File: src/design/sdsr_pkg.sv
package sdsr_pkg;

  localparam int DEF_MODULE_WORDS = 4096;
  localparam int DEF_MAX_IDS      = 16;

  localparam int KIND_W     = 2;
  localparam int ADDR_W     = 12;
  localparam int WORD_W     = 32;
  localparam int SIZE_W     = 15;
  localparam int STATUS_W   = 3;
  localparam int CNT_W      = 16;
  localparam int IN_DATA_W  = 64;
  localparam int OUT_DATA_W = 40;

  localparam logic [WORD_W-1:0] MAGIC_WORD       = 32'h0723_0203;
  localparam logic [CNT_W-1:0]  OPC_VARIABLE     = 16'd59;
  localparam logic [CNT_W-1:0]  OPC_DECORATE     = 16'd71;
  localparam logic [WORD_W-1:0] DECO_SET         = 32'd34;
  localparam logic [WORD_W-1:0] SC_UNIFORM_CONST = 32'd0;
  localparam logic [WORD_W-1:0] SC_STORAGE_BUF   = 32'd12;
  localparam logic [SIZE_W-1:0] MIN_BYTES        = 15'd20;
  localparam logic [CNT_W-1:0]  MIN_OPERAND_WORDS = 16'd4;
  localparam int                HEADER_WORDS     = 5;

  typedef enum logic [KIND_W-1:0] {
    KIND_WRITE = 2'd0,
    KIND_START = 2'd1,
    KIND_READ  = 2'd2
  } kind_t;

  typedef enum logic [STATUS_W-1:0] {
    ST_ACCEPTED    = 3'd0,
    ST_TOO_SMALL   = 3'd1,
    ST_BAD_MAGIC   = 3'd2,
    ST_NO_RES      = 3'd3,
    ST_PATCHED     = 3'd4,
    ST_PATCHED_OVF = 3'd5
  } status_t;

  typedef enum logic [3:0] {
    MEM_IDLE    = 4'd0,
    MEM_BUS_WR  = 4'd1,
    MEM_BUS_RD  = 4'd2,
    MEM_RD_ZERO = 4'd3,
    MEM_RD_HEAD = 4'd4,
    MEM_RD_OP1  = 4'd5,
    MEM_RD_OP2  = 4'd6,
    MEM_RD_OP3  = 4'd7,
    MEM_WR_OP3  = 4'd8
  } mem_op_t;

  typedef struct packed {
    mem_op_t mem_op;
    logic    start;
    logic    pos_init;
    logic    head_ld;
    logic    pos_adv;
    logic    adv_head;
    logic    id_push;
    logic    tgt_ld;
    logic    srch_next;
    logic    out_ld;
    logic    out_is_read;
    status_t out_status;
  } sdsr_cmd_t;

  typedef struct packed {
    logic too_small;
    logic magic_ok;
    logic pos_end;
    logic head_bad;
    logic is_var;
    logic is_deco;
    logic sc_ok;
    logic deco_set;
    logic id_match;
    logic srch_last;
    logic count_zero;
    logic overflow;
  } sdsr_flags_t;

endpackage

File: src/design/sdsr_ctrl.sv
module sdsr_ctrl (
  input  logic                          clk,
  input  logic                          rst_n,
  input  logic                          in_tvalid,
  input  logic [sdsr_pkg::KIND_W-1:0]   in_kind,
  output logic                          in_tready,
  output logic                          out_tvalid,
  input  logic                          out_tready,
  input  sdsr_pkg::sdsr_flags_t         flags,
  output sdsr_pkg::sdsr_cmd_t           cmd
);
  import sdsr_pkg::*;

  typedef enum logic [3:0] {
    S_IDLE,
    S_MAGIC,
    S_P1_HRD,
    S_P1_HEAD,
    S_P1_SC,
    S_P1_ID,
    S_P2_HRD,
    S_P2_HEAD,
    S_P2_DECO,
    S_P2_TGT,
    S_P2_SRCH
  } state_t;

  state_t state_r, state_nxt;
  logic   out_valid_r, out_valid_nxt;
  status_t done_status;

  assign in_tready   = (state_r == S_IDLE) && (!out_valid_r || out_tready);
  assign out_tvalid  = out_valid_r;
  assign done_status = flags.overflow ? ST_PATCHED_OVF : ST_PATCHED;

  always_comb begin
    cmd           = '0;
    state_nxt     = state_r;
    out_valid_nxt = out_valid_r;
    if (out_valid_r && out_tready) begin
      out_valid_nxt = 1'b0;
    end

    unique case (state_r)
      S_IDLE: begin
        if (in_tvalid && in_tready) begin
          unique case (in_kind)
            KIND_WRITE: begin
              cmd.mem_op     = MEM_BUS_WR;
              cmd.out_ld     = 1'b1;
              cmd.out_status = ST_ACCEPTED;
              out_valid_nxt  = 1'b1;
            end
            KIND_READ: begin
              cmd.mem_op      = MEM_BUS_RD;
              cmd.out_ld      = 1'b1;
              cmd.out_is_read = 1'b1;
              cmd.out_status  = ST_ACCEPTED;
              out_valid_nxt   = 1'b1;
            end
            KIND_START: begin
              cmd.start  = 1'b1;
              cmd.mem_op = MEM_RD_ZERO;
              state_nxt  = S_MAGIC;
            end
            default: begin
              cmd.out_ld     = 1'b1;
              cmd.out_status = ST_ACCEPTED;
              out_valid_nxt  = 1'b1;
            end
          endcase
        end
      end

      S_MAGIC: begin
        cmd.out_ld = 1'b1;
        priority if (flags.too_small) begin
          cmd.out_status = ST_TOO_SMALL;
          out_valid_nxt  = 1'b1;
          state_nxt      = S_IDLE;
        end else if (!flags.magic_ok) begin
          cmd.out_status = ST_BAD_MAGIC;
          out_valid_nxt  = 1'b1;
          state_nxt      = S_IDLE;
        end else begin
          cmd.out_ld   = 1'b0;
          cmd.pos_init = 1'b1;
          state_nxt    = S_P1_HRD;
        end
      end

      S_P1_HRD: begin
        if (flags.pos_end) begin
          if (flags.count_zero) begin
            cmd.out_ld     = 1'b1;
            cmd.out_status = ST_NO_RES;
            out_valid_nxt  = 1'b1;
            state_nxt      = S_IDLE;
          end else begin
            cmd.pos_init = 1'b1;
            state_nxt    = S_P2_HRD;
          end
        end else begin
          cmd.mem_op = MEM_RD_HEAD;
          state_nxt  = S_P1_HEAD;
        end
      end

      S_P1_HEAD: begin
        priority if (flags.head_bad) begin
          // malformed word count ends the pass
          if (flags.count_zero) begin
            cmd.out_ld     = 1'b1;
            cmd.out_status = ST_NO_RES;
            out_valid_nxt  = 1'b1;
            state_nxt      = S_IDLE;
          end else begin
            cmd.pos_init = 1'b1;
            state_nxt    = S_P2_HRD;
          end
        end else if (flags.is_var) begin
          cmd.head_ld = 1'b1;
          cmd.mem_op  = MEM_RD_OP3;
          state_nxt   = S_P1_SC;
        end else begin
          cmd.pos_adv  = 1'b1;
          cmd.adv_head = 1'b1;
          state_nxt    = S_P1_HRD;
        end
      end

      S_P1_SC: begin
        if (flags.sc_ok) begin
          cmd.mem_op = MEM_RD_OP2;
          state_nxt  = S_P1_ID;
        end else begin
          cmd.pos_adv = 1'b1;
          state_nxt   = S_P1_HRD;
        end
      end

      S_P1_ID: begin
        cmd.id_push = 1'b1;
        cmd.pos_adv = 1'b1;
        state_nxt   = S_P1_HRD;
      end

      S_P2_HRD: begin
        if (flags.pos_end) begin
          cmd.out_ld     = 1'b1;
          cmd.out_status = done_status;
          out_valid_nxt  = 1'b1;
          state_nxt      = S_IDLE;
        end else begin
          cmd.mem_op = MEM_RD_HEAD;
          state_nxt  = S_P2_HEAD;
        end
      end

      S_P2_HEAD: begin
        priority if (flags.head_bad) begin
          cmd.out_ld     = 1'b1;
          cmd.out_status = done_status;
          out_valid_nxt  = 1'b1;
          state_nxt      = S_IDLE;
        end else if (flags.is_deco) begin
          cmd.head_ld = 1'b1;
          cmd.mem_op  = MEM_RD_OP2;
          state_nxt   = S_P2_DECO;
        end else begin
          cmd.pos_adv  = 1'b1;
          cmd.adv_head = 1'b1;
          state_nxt    = S_P2_HRD;
        end
      end

      S_P2_DECO: begin
        if (flags.deco_set) begin
          cmd.mem_op = MEM_RD_OP1;
          state_nxt  = S_P2_TGT;
        end else begin
          cmd.pos_adv = 1'b1;
          state_nxt   = S_P2_HRD;
        end
      end

      S_P2_TGT: begin
        cmd.tgt_ld = 1'b1;
        state_nxt  = S_P2_SRCH;
      end

      S_P2_SRCH: begin
        priority if (flags.id_match) begin
          cmd.mem_op  = MEM_WR_OP3;
          cmd.pos_adv = 1'b1;
          state_nxt   = S_P2_HRD;
        end else if (flags.srch_last) begin
          cmd.pos_adv = 1'b1;
          state_nxt   = S_P2_HRD;
        end else begin
          cmd.srch_next = 1'b1;
        end
      end

      default: begin
        state_nxt = S_IDLE;
      end
    endcase
  end

  always_ff @(posedge clk) begin
    if (!rst_n) begin
      state_r     <= S_IDLE;
      out_valid_r <= 1'b0;
    end else begin
      state_r     <= state_nxt;
      out_valid_r <= out_valid_nxt;
    end
  end

endmodule

File: config.mk
export PLATFORM = sky130hd
export DESIGN_NAME = sdsr_ctrl
export DESIGN_NICKNAME = d
export VERILOG_FILES = /design/src/design/sdsr_pkg.sv /design/src/design/sdsr_ctrl.sv
export SDC_FILE = /design/constraint.sdc
export NUM_CORES = 1
export LEC_CHECK = 0
export ABC_CLOCK_PERIOD_IN_PS = 2200
export BUFFER_PORTS_ARGS = -buffer_cell sky130_fd_sc_hd__clkbuf_2
export CAP_MARGIN = 0
export CORE_AREA = 2 2 44 46
export DETAILED_ROUTE_END_ITERATION = 6
export DIE_AREA = 0 0 46 48
export GPL_TIMING_DRIVEN = 0
export PLACE_DENSITY_LB_ADDON = 0.12
export RECOVER_POWER = 100
export SYNTH_ARGS = -nofsm -noshare
export SYNTH_HDL_FRONTEND = slang
export SYNTH_SLANG_ARGS = --single-unit
File: constraint.sdc
create_clock -name clk -period 2.2 [get_ports clk]
set_input_delay 0.66 -clock clk [delete_from_list [all_inputs] [get_ports clk]]
set_output_delay 0.66 -clock clk [all_outputs]
set_load 0.05 [all_outputs]
==> metrics.yaml, run 1 <==
clock_network:
  cts.sinks: 5
  numCtsBuffers: 3
  tritoncts: "yes"
  cts-root-buf: "clkbuf_4"
  path_clk_slew_ps: 60
  clk_latency_ps: 260
  cts.htree.levels: 1
  cts_buffer_depth: 2
sta:
  tightest_slew_ps: 331
  fmax_ghz: 0.388
  whs_ps: 678
  setup_viol_count_final: 16
  hold_viol: 0
  slew_headroom_pct: 77.7
  clock_skew_ps: 3.13
  setup_slack_ps: -377
  finalMaxSlewViolations: 0
  period_share_pct: 117
  rsz0062_at_grt: "yes"
  fin_crit_ps: 2580
logic_synthesis:
  post-synth-top-area-fraction_pct: 13.3
  syn_avg_cell_area_sq_um: 7.58
  ys_warn_count: 0
  synth_top_area_cell: "dfxtp_1"
  async_flop_share_pct: 0
  synth-seq-cells: 5
  synthCells: 99
  ys_seq_area_share_pct: 13.3
  synth_edf_count: 0
  ys_types: 42
  synth_flop_cell: "dfxtp_1"
  synth_area_sq_um: 751
  syn_nets: 121
  synth.area.top_cells: "dfxtp_1 13%, ha_1 6.7%, nor2_1 6.0%"
drt:
  drtIter0Drc: 92
  routed_via_density: 6.56
  wl_um: 3990
  drc: 0
  antenna_left: 0
  wl_per_cell_um: 22.2
  vias: 1180
  drt_pass1_iterations: 5
global_route:
  grt_max_degree: 11
  grt_usage_pct: 29.2
  grt_pass1_wl_um: 4600
  antenna_found_initial: 0
  grt_pass1_vias: 1045
  grt-ovfl-total: 0
placed_design:
  place_area_sq_um: 1040
  hpwl_um: 1830
  port_buffers: 36
  gp_congestion: 0.837
layout:
  nets: 186
  fin_util_pct: 92.4
  areaGrowthSynthToFinish_pct: 108
  mostFrequentLayoutCells: "20 x buf_4, 20 x clkbuf_2, 8 x buf_8"
  n_antenna_cell: 0
  finalInstanceArea_sq_um: 1560
  final_layout_size_suffix_gt1_share_pct: 65.6
worst_setup_path:
  cp_max_fo: 6
  critPathRequiredTime_ps: 1540
  end_kind: "primary output"
  path_cells: "or4_4 -> nor2_4 -> nand2_2 -> o311ai_4 -> buf_8"
  crit_arrival_ps: 1920
  max_stage_delay_ps: 560
  worstSetupStartpointType: "register"
  cp_slowest_cell: "or4_4"
  path_buf_inv: 1
  crit_type: "register to primary output"
  path_delay_family: "simple AND/OR/NAND/NOR gates"
job:
  maxCapViolCount: 0
status:
  violations: "negative setup slack"
  status: "finished, violations left"
die:
  initial_core_util_pct: 44.4
  die_h_um: 48
  dieArea_sq_um: 2210
  std_cell_rows: 15
  io_pins: 37
  die_x_um: 46
  core_area_sq_um: 1690
min_path:
  holdCritPathClass: "primary input to register"
pwr:
  leakage_nw: 0.686
  power_density_nw_per_um2: 333
  p_total_mw: 0.519
  irDropWorstVdd_mv: 0.397
cells in the mapped netlist (all sizes together) (2+ instances only):
library cell,number
and2b,2
nor2,13
nand2,9
nand2b,2
nor3,3
clkbuf,3
a21boi,3
inv,6
o22a,2
mux2i,2
ha,4
nand3b,3
o21ai,3
dfxtp,5
a41oi,2
o311ai,2
nor2b,4
a21oi,4
and3,4
nand3,4
final timing paths:
kind         depth (start not counted)                 endpoint  slack (ps)                    start
max                                  5                  cmd[13]        -380  state_r[0]$_SDFFE_PN0P_
min                                  3  state_r[2]$_SDFFE_PN0P_         680                    rst_n
max reg2reg                          6  state_r[2]$_SDFFE_PN0P_         460  state_r[1]$_SDFFE_PN0P_
min reg2reg                          3  state_r[0]$_SDFFE_PN0P_         710  state_r[2]$_SDFFE_PN0P_
power breakdown:
group          internal [mW]  switching [mW]
combinational          0.130           0.167
clock                 0.0697          0.0543
sequential            0.0923         0.00634
total                  0.292           0.228
kinds of logic after synthesis:
logic type               share of synthesized area [%]
AO/OA/AOI/OAI                                     30.8
AND/OR/NAND/NOR                                   39.0
adder cells (fa/ha/maj)                           6.67
flip-flops                                        13.3
multiplexers                                      4.17
buffers and inverters                             6.00
layout make-up:
type	count	area, sq um
buffer	3	30.0
clock buffer	4	26.3
fill	56	128
inverter	6	26.3
multi-input combinational	84	771
sequential	5	113
tap	17	21.3
timing repair buffer	61	574
metrics by stage:
step           instances  TNS [ps]  setup slack (ps)
6_report             180     -2770              -377
3_3_place_gp         152     -1700              -296
5_1_grt              180     -3320              -393
4_1_cts              166     -1500              -299
2_1_floorplan         99     -1190              -348
3_5_place_dp         152     -2060              -331
registers in the layout (all words and copies together), names as in the netlist:
signal	flops
state_r	4
out_tvalid	1
repair_timing:
action                                  CTS  global route
endpoints found under the setup margin   17            15
setup buffers                            11            15
gates resized for setup                  61            22
pin swaps                                 4             7
hold buffers                              0             0
layer usage:
metal / track usage [%] / share of wire [%] / up-vias / routed length, um
met3: 9.06 / 11 / 36 / 423
met1: 32.7 / 37 / 534 / 1460
li1: - / - / 500 / -
met5: 0 / 0 / - / 0
met2: 52.2 / 48 / 110 / 1900
met4: 10.3 / 5.1 / 0 / 204
worst register-to-register path, stage by stage (launching register included):
cell and delay (ps):
dfxtp_4 370, buf_6 110, nand2b_4 50, or3b_4 430, buf_4 160, o32a_4 330
a41oi_2 200
(Power assumes the default switching activity.)
==> run 2, diff against run 1 <==
--- a/config.mk
+++ b/config.mk
@@ -17,3 +17,4 @@
 export SYNTH_ARGS = -nofsm -noshare
 export SYNTH_HDL_FRONTEND = slang
 export SYNTH_SLANG_ARGS = --single-unit
+export TNS_END_PERCENT = 5
==> run 2 against run 1 <==
The run still ends with negative setup slack left. First-iteration DRC count fell by 72%. Sequential power barely moved. Design area fell by 26%. Sequential share of layout area rose by 1.7 points. Flip-flop and latch count did not move. Critical path type unchanged. Largest power group unchanged. Highest routed layer unchanged.
==> metrics.yaml, run 2 (synthesized netlist as in run 1, its figures left out) <==
layout:
  nets: 164  # was 186
  multi_input_area_sq_um: 664  # was 771 sq um
  n_antenna_cell: 0  # unchanged
  mostFrequentLayoutCells: "22 x clkbuf_2, 11 x nor2_1, 8 x nand2_1"  # was 20 x buf_4, 20 x clkbuf_2, 8 x buf_8
  final_layout_size_suffix_gt1_share_pct: 45.4  # was 65.6%
  ff_latch_area_sq_um: 104  # was 113 sq um
  largest_register_ffs: 4  # unchanged
  finalInstanceArea_sq_um: 1160  # was 1560 sq um
  final_common_cell: "clkbuf_2"
  nFillCells: 150  # was 56
  top_register: "state_r"  # unchanged
  areaGrowthSynthToFinish_pct: 54.8  # was 108%
clock_network:
  cts_buffer_depth: 2  # unchanged
  path_clk_slew_ps: 50  # was 60 ps
  numCtsBuffers: 3  # unchanged
  clk_latency_ps: 250  # was 260 ps
  ctsHoldBuffers: 0  # unchanged
  tritoncts: "yes"  # unchanged
  cts.sinks: 5  # unchanged
  cts.htree.levels: 1  # unchanged
  cts-root-buf: "clkbuf_4"  # unchanged
die:
  dieArea_sq_um: 2210  # unchanged
  std_cell_rows: 15  # unchanged
  initial_core_util_pct: 44.4  # unchanged
  die_h_um: 48  # unchanged
  die_x_um: 46  # unchanged
  core_area_sq_um: 1690  # unchanged
  io_pins: 37  # unchanged
global_route:
  antenna_found_initial: 0  # unchanged
  grt_usage_pct: 23.0  # was 29.2%
  grt_pass1_wl_um: 3660  # was 4600 um
  grt-ovfl-total: 0  # unchanged
  grt_max_degree: 11  # unchanged
  grt_pass1_vias: 835  # was 1,045
drt:
  drc: 0  # unchanged
  wl_per_cell_um: 15.2  # was 22.2 um
  vias: 913  # was 1,180
  wl_um: 2410  # was 3990 um
  routed_via_density: 5.78  # was 6.56
  antenna_left: 0  # unchanged
  drt_pass1_iterations: 4  # was 5
  drtIter0Drc: 26  # was 92
worst_setup_path:
  cp_slowest_cell: "or4_4"  # unchanged
  worstSetupStartpointType: "register"  # unchanged
  end_kind: "primary output"  # unchanged
  max_stage_delay_ps: 580  # was 560 ps
  crit_type: "register to primary output"  # unchanged
  crit_arrival_ps: 1870  # was 1920 ps
  cp_max_fo: 6  # unchanged
  path_delay_family: "simple AND/OR/NAND/NOR gates"  # unchanged
  critPathRequiredTime_ps: 1540  # about the same
  path_cells: "or4_4 -> nor2_4 -> nand2_2 -> o311ai_4 -> buf_8"  # unchanged
  path_buf_inv: 1  # unchanged
placed_design:
  place_area_sq_um: 985  # was 1040 sq um
  hpwl_um: 1800  # was 1830 um
  port_buffers: 36  # unchanged
  gp_congestion: 0.893  # was 0.837
  pre_cts_ws_ps: -372  # was -331 ps
sta:
  tightest_slew_ps: 589  # was 331 ps
  slew_headroom_pct: 60.9  # was 77.7%
  hold_viol: 0  # unchanged
  fin_crit_ps: 2530  # was 2580 ps
  setup_slack_ps: -332  # was -377 ps
  finalMaxSlewViolations: 0  # unchanged
  whs_ps: 657  # was 678 ps
  rsz0062_at_grt: "yes"  # unchanged
  fmax_ghz: 0.395  # was 0.388 GHz
  clock_skew_ps: 4.77  # was 3.13 ps
  period_share_pct: 115  # was 117%
  setup_viol_count_final: 12  # was 16
status:
  status: "finished, violations left"  # unchanged
  violations: "negative setup slack"  # unchanged
pwr:
  power.share.sequential_pct: 23.2  # was 19.0%
  combPwrFrac_pct: 51.5  # was 57.1%
  p_switching_mw: 0.184  # was 0.228 mW
  irDropWorstVdd_mv: 0.323  # was 0.397 mV
  leakage_nw: 0.514  # was 0.686 nW
  p_total_mw: 0.437  # was 0.519 mW
  power_density_nw_per_um2: 376  # was 333 nW/um^2
  sw_frac_of_total_pct: 42.0  # was 43.9%
  power.internal_mw: 0.253  # was 0.292 mW
  clockPowerShare_pct: 25.3  # was 23.9%
min_path:
  holdCritPathClass: "register to register"  # was primary input to register
job:
  maxCapViolCount: 0  # unchanged
-- run 2: cell types whose count changed in the layout (fill, tap and decap cells not counted), sizes merged --
| cell | delta |
|---|---|
| inv | +1 |
| buf | -22 |
| clkinvlp | -1 |
-- run 2: area by class of cell --
cell class,instances,share of cell area (%)
clock buffer,4,2.26
tap,17,1.83
multi-input combinational,84,57.2
inverter,6,1.94
timing repair buffer,38,25.5
sequential,5,8.93
buffer,4,2.37
-- run 2: power by group through the flow --
| stage | Combinational, mW | Sequential (mW) | Clock, mW |
|---|---|---|---|
| after floorplan | 0.125 | 0.108 | 0 |
| after detailed placement | 0.184 | 0.102 | 0 |
| after global routing | 0.238 | 0.101 | 0.118 |
| after CTS | 0.207 | 0.101 | 0.114 |
| after global placement | 0.182 | 0.102 | 0 |
| final | 0.225 | 0.101 | 0.111 |
-- run 2: worst paths after layout --
path / from / end / slack (ps) / cells past startpoint
worst max register to register: state_r[3]$_SDFFE_PN0P_ / state_r[2]$_SDFFE_PN0P_ / 580 / 5
worst min register to register: state_r[2]$_SDFFE_PN0P_ / state_r[0]$_SDFFE_PN0P_ / 660 / 2
worst max-delay path: state_r[2]$_SDFFE_PN0P_ / cmd[13] / -330 / 5
worst min-delay path: state_r[2]$_SDFFE_PN0P_ / state_r[0]$_SDFFE_PN0P_ / 660 / 2
-- run 2: metrics by stage --
| step | TNS, ps | utilization (%) | instances |
|---|---|---|---|
| 2_1_floorplan | -2790 | - | 99 |
| 3_5_place_dp | -1690 | 58.3 | 152 |
| 3_3_place_gp | -1510 | 58.3 | 152 |
| 6_report | -2040 | 68.8 | 158 |
| 5_1_grt | -2950 | 68.8 | 158 |
| 4_1_cts | -1570 | 67.1 | 156 |
-- run 2: worst reg2reg max path: stages, from the launching register on --
cell and delay [ps]:
dfxtp_1 300, buf_6 130, nand2b_4 150, or3b_4 430
o32a_4 350, a41oi_2 180
-- run 2: metal layers --
layer	routed length, um	share of wire, %	up-vias	GRT usage, %
met4	46	1.9	0	8.00
li1	-	-	458	-
met2	1190	49	38	40.6
met1	1030	43	411	27.1
met3	135	5.6	6	5.66
met5	0	0	-	0
-- run 2: what timing repair did --
action,4_1_cts,5_1_grt
buffers inserted,0,2
gates resized for setup,34,10
endpoints found under the setup margin,16,16
pin swaps,2,1
==> run 3, diff against run 2 <==
--- a/config.mk
+++ b/config.mk
@@ -8,13 +8,13 @@
 export ABC_CLOCK_PERIOD_IN_PS = 2200
 export BUFFER_PORTS_ARGS = -buffer_cell sky130_fd_sc_hd__clkbuf_2
 export CAP_MARGIN = 0
-export CORE_AREA = 2 2 44 46
+export CORE_AREA = 2 2 43 45
+export CTS_BUF_LIST = sky130_fd_sc_hd__clkbuf_4
 export DETAILED_ROUTE_END_ITERATION = 6
-export DIE_AREA = 0 0 46 48
+export DIE_AREA = 0 0 45 47
 export GPL_TIMING_DRIVEN = 0
 export PLACE_DENSITY_LB_ADDON = 0.12
 export RECOVER_POWER = 100
 export SYNTH_ARGS = -nofsm -noshare
 export SYNTH_HDL_FRONTEND = slang
 export SYNTH_SLANG_ARGS = --single-unit
-export TNS_END_PERCENT = 5
==> run 3 against run 2 <==
The flow still finishes with violations (negative setup slack). Clock power is 13% higher. Clock skew is 4.7 ps higher. Maximum frequency is 0.73% higher. Design area is 33% higher. Core utilization is 25 points higher. Critical endpoint unchanged. Largest power group unchanged.
==> metrics.yaml, run 3 (synthesized netlist as in run 1, its figures left out) <==
global_route:
  grt_max_degree: 11  # unchanged
  grt-ovfl-total: 0  # unchanged
  grt_usage_pct: 26.1  # was 23.0%
  antenna_found_initial: 0  # unchanged
  grt_pass1_vias: 914  # was 835
  grt_pass1_wl_um: 4060  # was 3660 um
layout:
  nFillCells: 53  # was 150
  n_antenna_cell: 0  # unchanged
  fin_cells: 176  # was 158
  nets: 182  # was 164
  multi_input_area_sq_um: 778  # was 664 sq um
  ff_latch_area_sq_um: 113  # was 104 sq um
  largest_register_ffs: 4  # unchanged
  top_register: "state_r"  # unchanged
  areaGrowthSynthToFinish_pct: 106  # was 54.8%
  finalInstanceArea_sq_um: 1550  # was 1160 sq um
  fin_util_pct: 93.6  # was 68.8%
  final_common_cell: "clkbuf_2"  # unchanged
  mostFrequentLayoutCells: "19 x clkbuf_2, 15 x buf_4, 8 x buf_8"  # was 22 x clkbuf_2, 11 x nor2_1, 8 x nand2_1
  final_layout_size_suffix_gt1_share_pct: 64.8  # was 45.4%
sta:
  hold_viol: 0  # unchanged
  fin_crit_ps: 2510  # was 2530 ps
  slew_headroom_pct: 60.5  # was 60.9%
  setup_viol_count_final: 12  # unchanged
  setup_slack_ps: -314  # was -332 ps
  whs_ps: 707  # was 657 ps
  clock_skew_ps: 9.43  # was 4.77 ps
  finalSetupTns_ps: -2030  # was -2040 ps
  tightest_slew_ps: 595  # was 589 ps
  fmax_ghz: 0.398  # was 0.395 GHz
  rsz0062_at_grt: "yes"  # unchanged
  period_share_pct: 114  # was 115%
  finalMaxSlewViolations: 0  # unchanged
die:
  core_area_sq_um: 1650  # was 1690 sq um
  io_pins: 37  # unchanged
  dieArea_sq_um: 2120  # was 2210 sq um
  die_x_um: 45  # was 46 um
  initial_core_util_pct: 45.5  # was 44.4%
  die_h_um: 47  # was 48 um
  std_cell_rows: 15  # unchanged
worst_setup_path:
  worstSetupStartpointType: "register"  # unchanged
  crit_arrival_ps: 1850  # was 1870 ps
  path_cells: "or4_4 -> nor2_4 -> nand2_2 -> o311ai_4 -> buf_8"  # unchanged
  max_stage_delay_ps: 560  # was 580 ps
  cp_slowest_cell: "or4_4"  # unchanged
  cp_max_fo: 4  # was 6
  crit_type: "register to primary output"  # unchanged
  end_kind: "primary output"  # unchanged
  path_delay_family: "simple AND/OR/NAND/NOR gates"  # unchanged
  path_buf_inv: 1  # unchanged
  critPathRequiredTime_ps: 1540  # about the same
drt:
  routed_via_density: 6.48  # was 5.78
  wl_per_cell_um: 21.3  # was 15.2 um
  drt_pass1_iterations: 4  # unchanged
  antenna_left: 0  # unchanged
  wl_um: 3750  # was 2410 um
  vias: 1140  # was 913
  drtIter0Drc: 78  # was 26
  drc: 0  # unchanged
placed_design:
  hpwl_um: 1810  # was 1800 um
  place_area_sq_um: 1040  # was 985 sq um
  placed_cells: 152  # unchanged
  pre_cts_ws_ps: -310  # was -372 ps
  port_buffers: 36  # unchanged
  gp_congestion: 0.893  # about the same
pwr:
  power_density_nw_per_um2: 336  # was 376 nW/um^2
  leakage_nw: 0.662  # was 0.514 nW
  p_total_mw: 0.520  # was 0.437 mW
  irDropWorstVdd_mv: 0.615  # was 0.323 mV
clock_network:
  ctsHoldBuffers: 0  # unchanged
  tritoncts: "yes"  # unchanged
  clk_latency_ps: 250  # about the same
  cts_buffer_depth: 2  # unchanged
  cts.sinks: 5  # unchanged
  path_clk_slew_ps: 50  # about the same
  cts-root-buf: "clkbuf_4"  # unchanged
  cts.htree.levels: 1  # unchanged
  numCtsBuffers: 3  # unchanged
status:
  violations: "negative setup slack"  # unchanged
  status: "finished, violations left"  # unchanged
job:
  maxCapViolCount: 0  # unchanged
min_path:
  holdCritPathClass: "register to register"  # unchanged
[run 3: final cells by class]
cell class	instances	area share [%]
clock buffers	4	1.94
plain buffers	3	2.18
flip-flops and latches	5	7.28
repair buffers	57	35.2
multi-input cells	84	50.3
inverters	6	1.70
well taps	17	1.38
[run 3: timing repair]
action,in CTS,in global routing
pin swaps,1,8
setup buffers,8,13
setup endpoints to repair,16,14
cloned,0,0
endpoints found under the hold margin,0,0
gates resized for setup,41,46
[run 3: metal layers]
metal / routed length, um / vias to the layer above / GRT usage (%) / share of wire [%]
met2: 1830 / 114 / 47.7 / 49
li1: - / 494 / - / -
met5: 0 / - / 0 / 0
met1: 1320 / 511 / 31.4 / 35
met3: 446 / 21 / 5.38 / 12
met4: 150 / 0 / 5.88 / 4.0
[run 3: power by group]
group	internal, mW	switching, mW
logic	0.129	0.169
clock network	0.0812	0.0434
registers	0.0934	0.00312
[run 3: worst reg2reg max path, cell delays in order (launching register included)]
cell and delay (ps):
dfxtp_4 370, buf_6 140, nand2b_4 60, or3b_4 420, buf_4 160, o32a_4 330, a41oi_2 210
[run 3: worst paths after layout]
check	startpoint	endpoint	slack, ps	cells after the start
hold / removal	state_r[0]$_SDFFE_PN0P_	state_r[0]$_SDFFE_PN0P_	710	3
setup reg to reg	state_r[1]$_SDFFE_PN0P_	state_r[1]$_SDFFE_PN0P_	410	6
setup / recovery	state_r[2]$_SDFFE_PN0P_	cmd[13]	-310	5
hold reg to reg	state_r[0]$_SDFFE_PN0P_	state_r[0]$_SDFFE_PN0P_	710	3
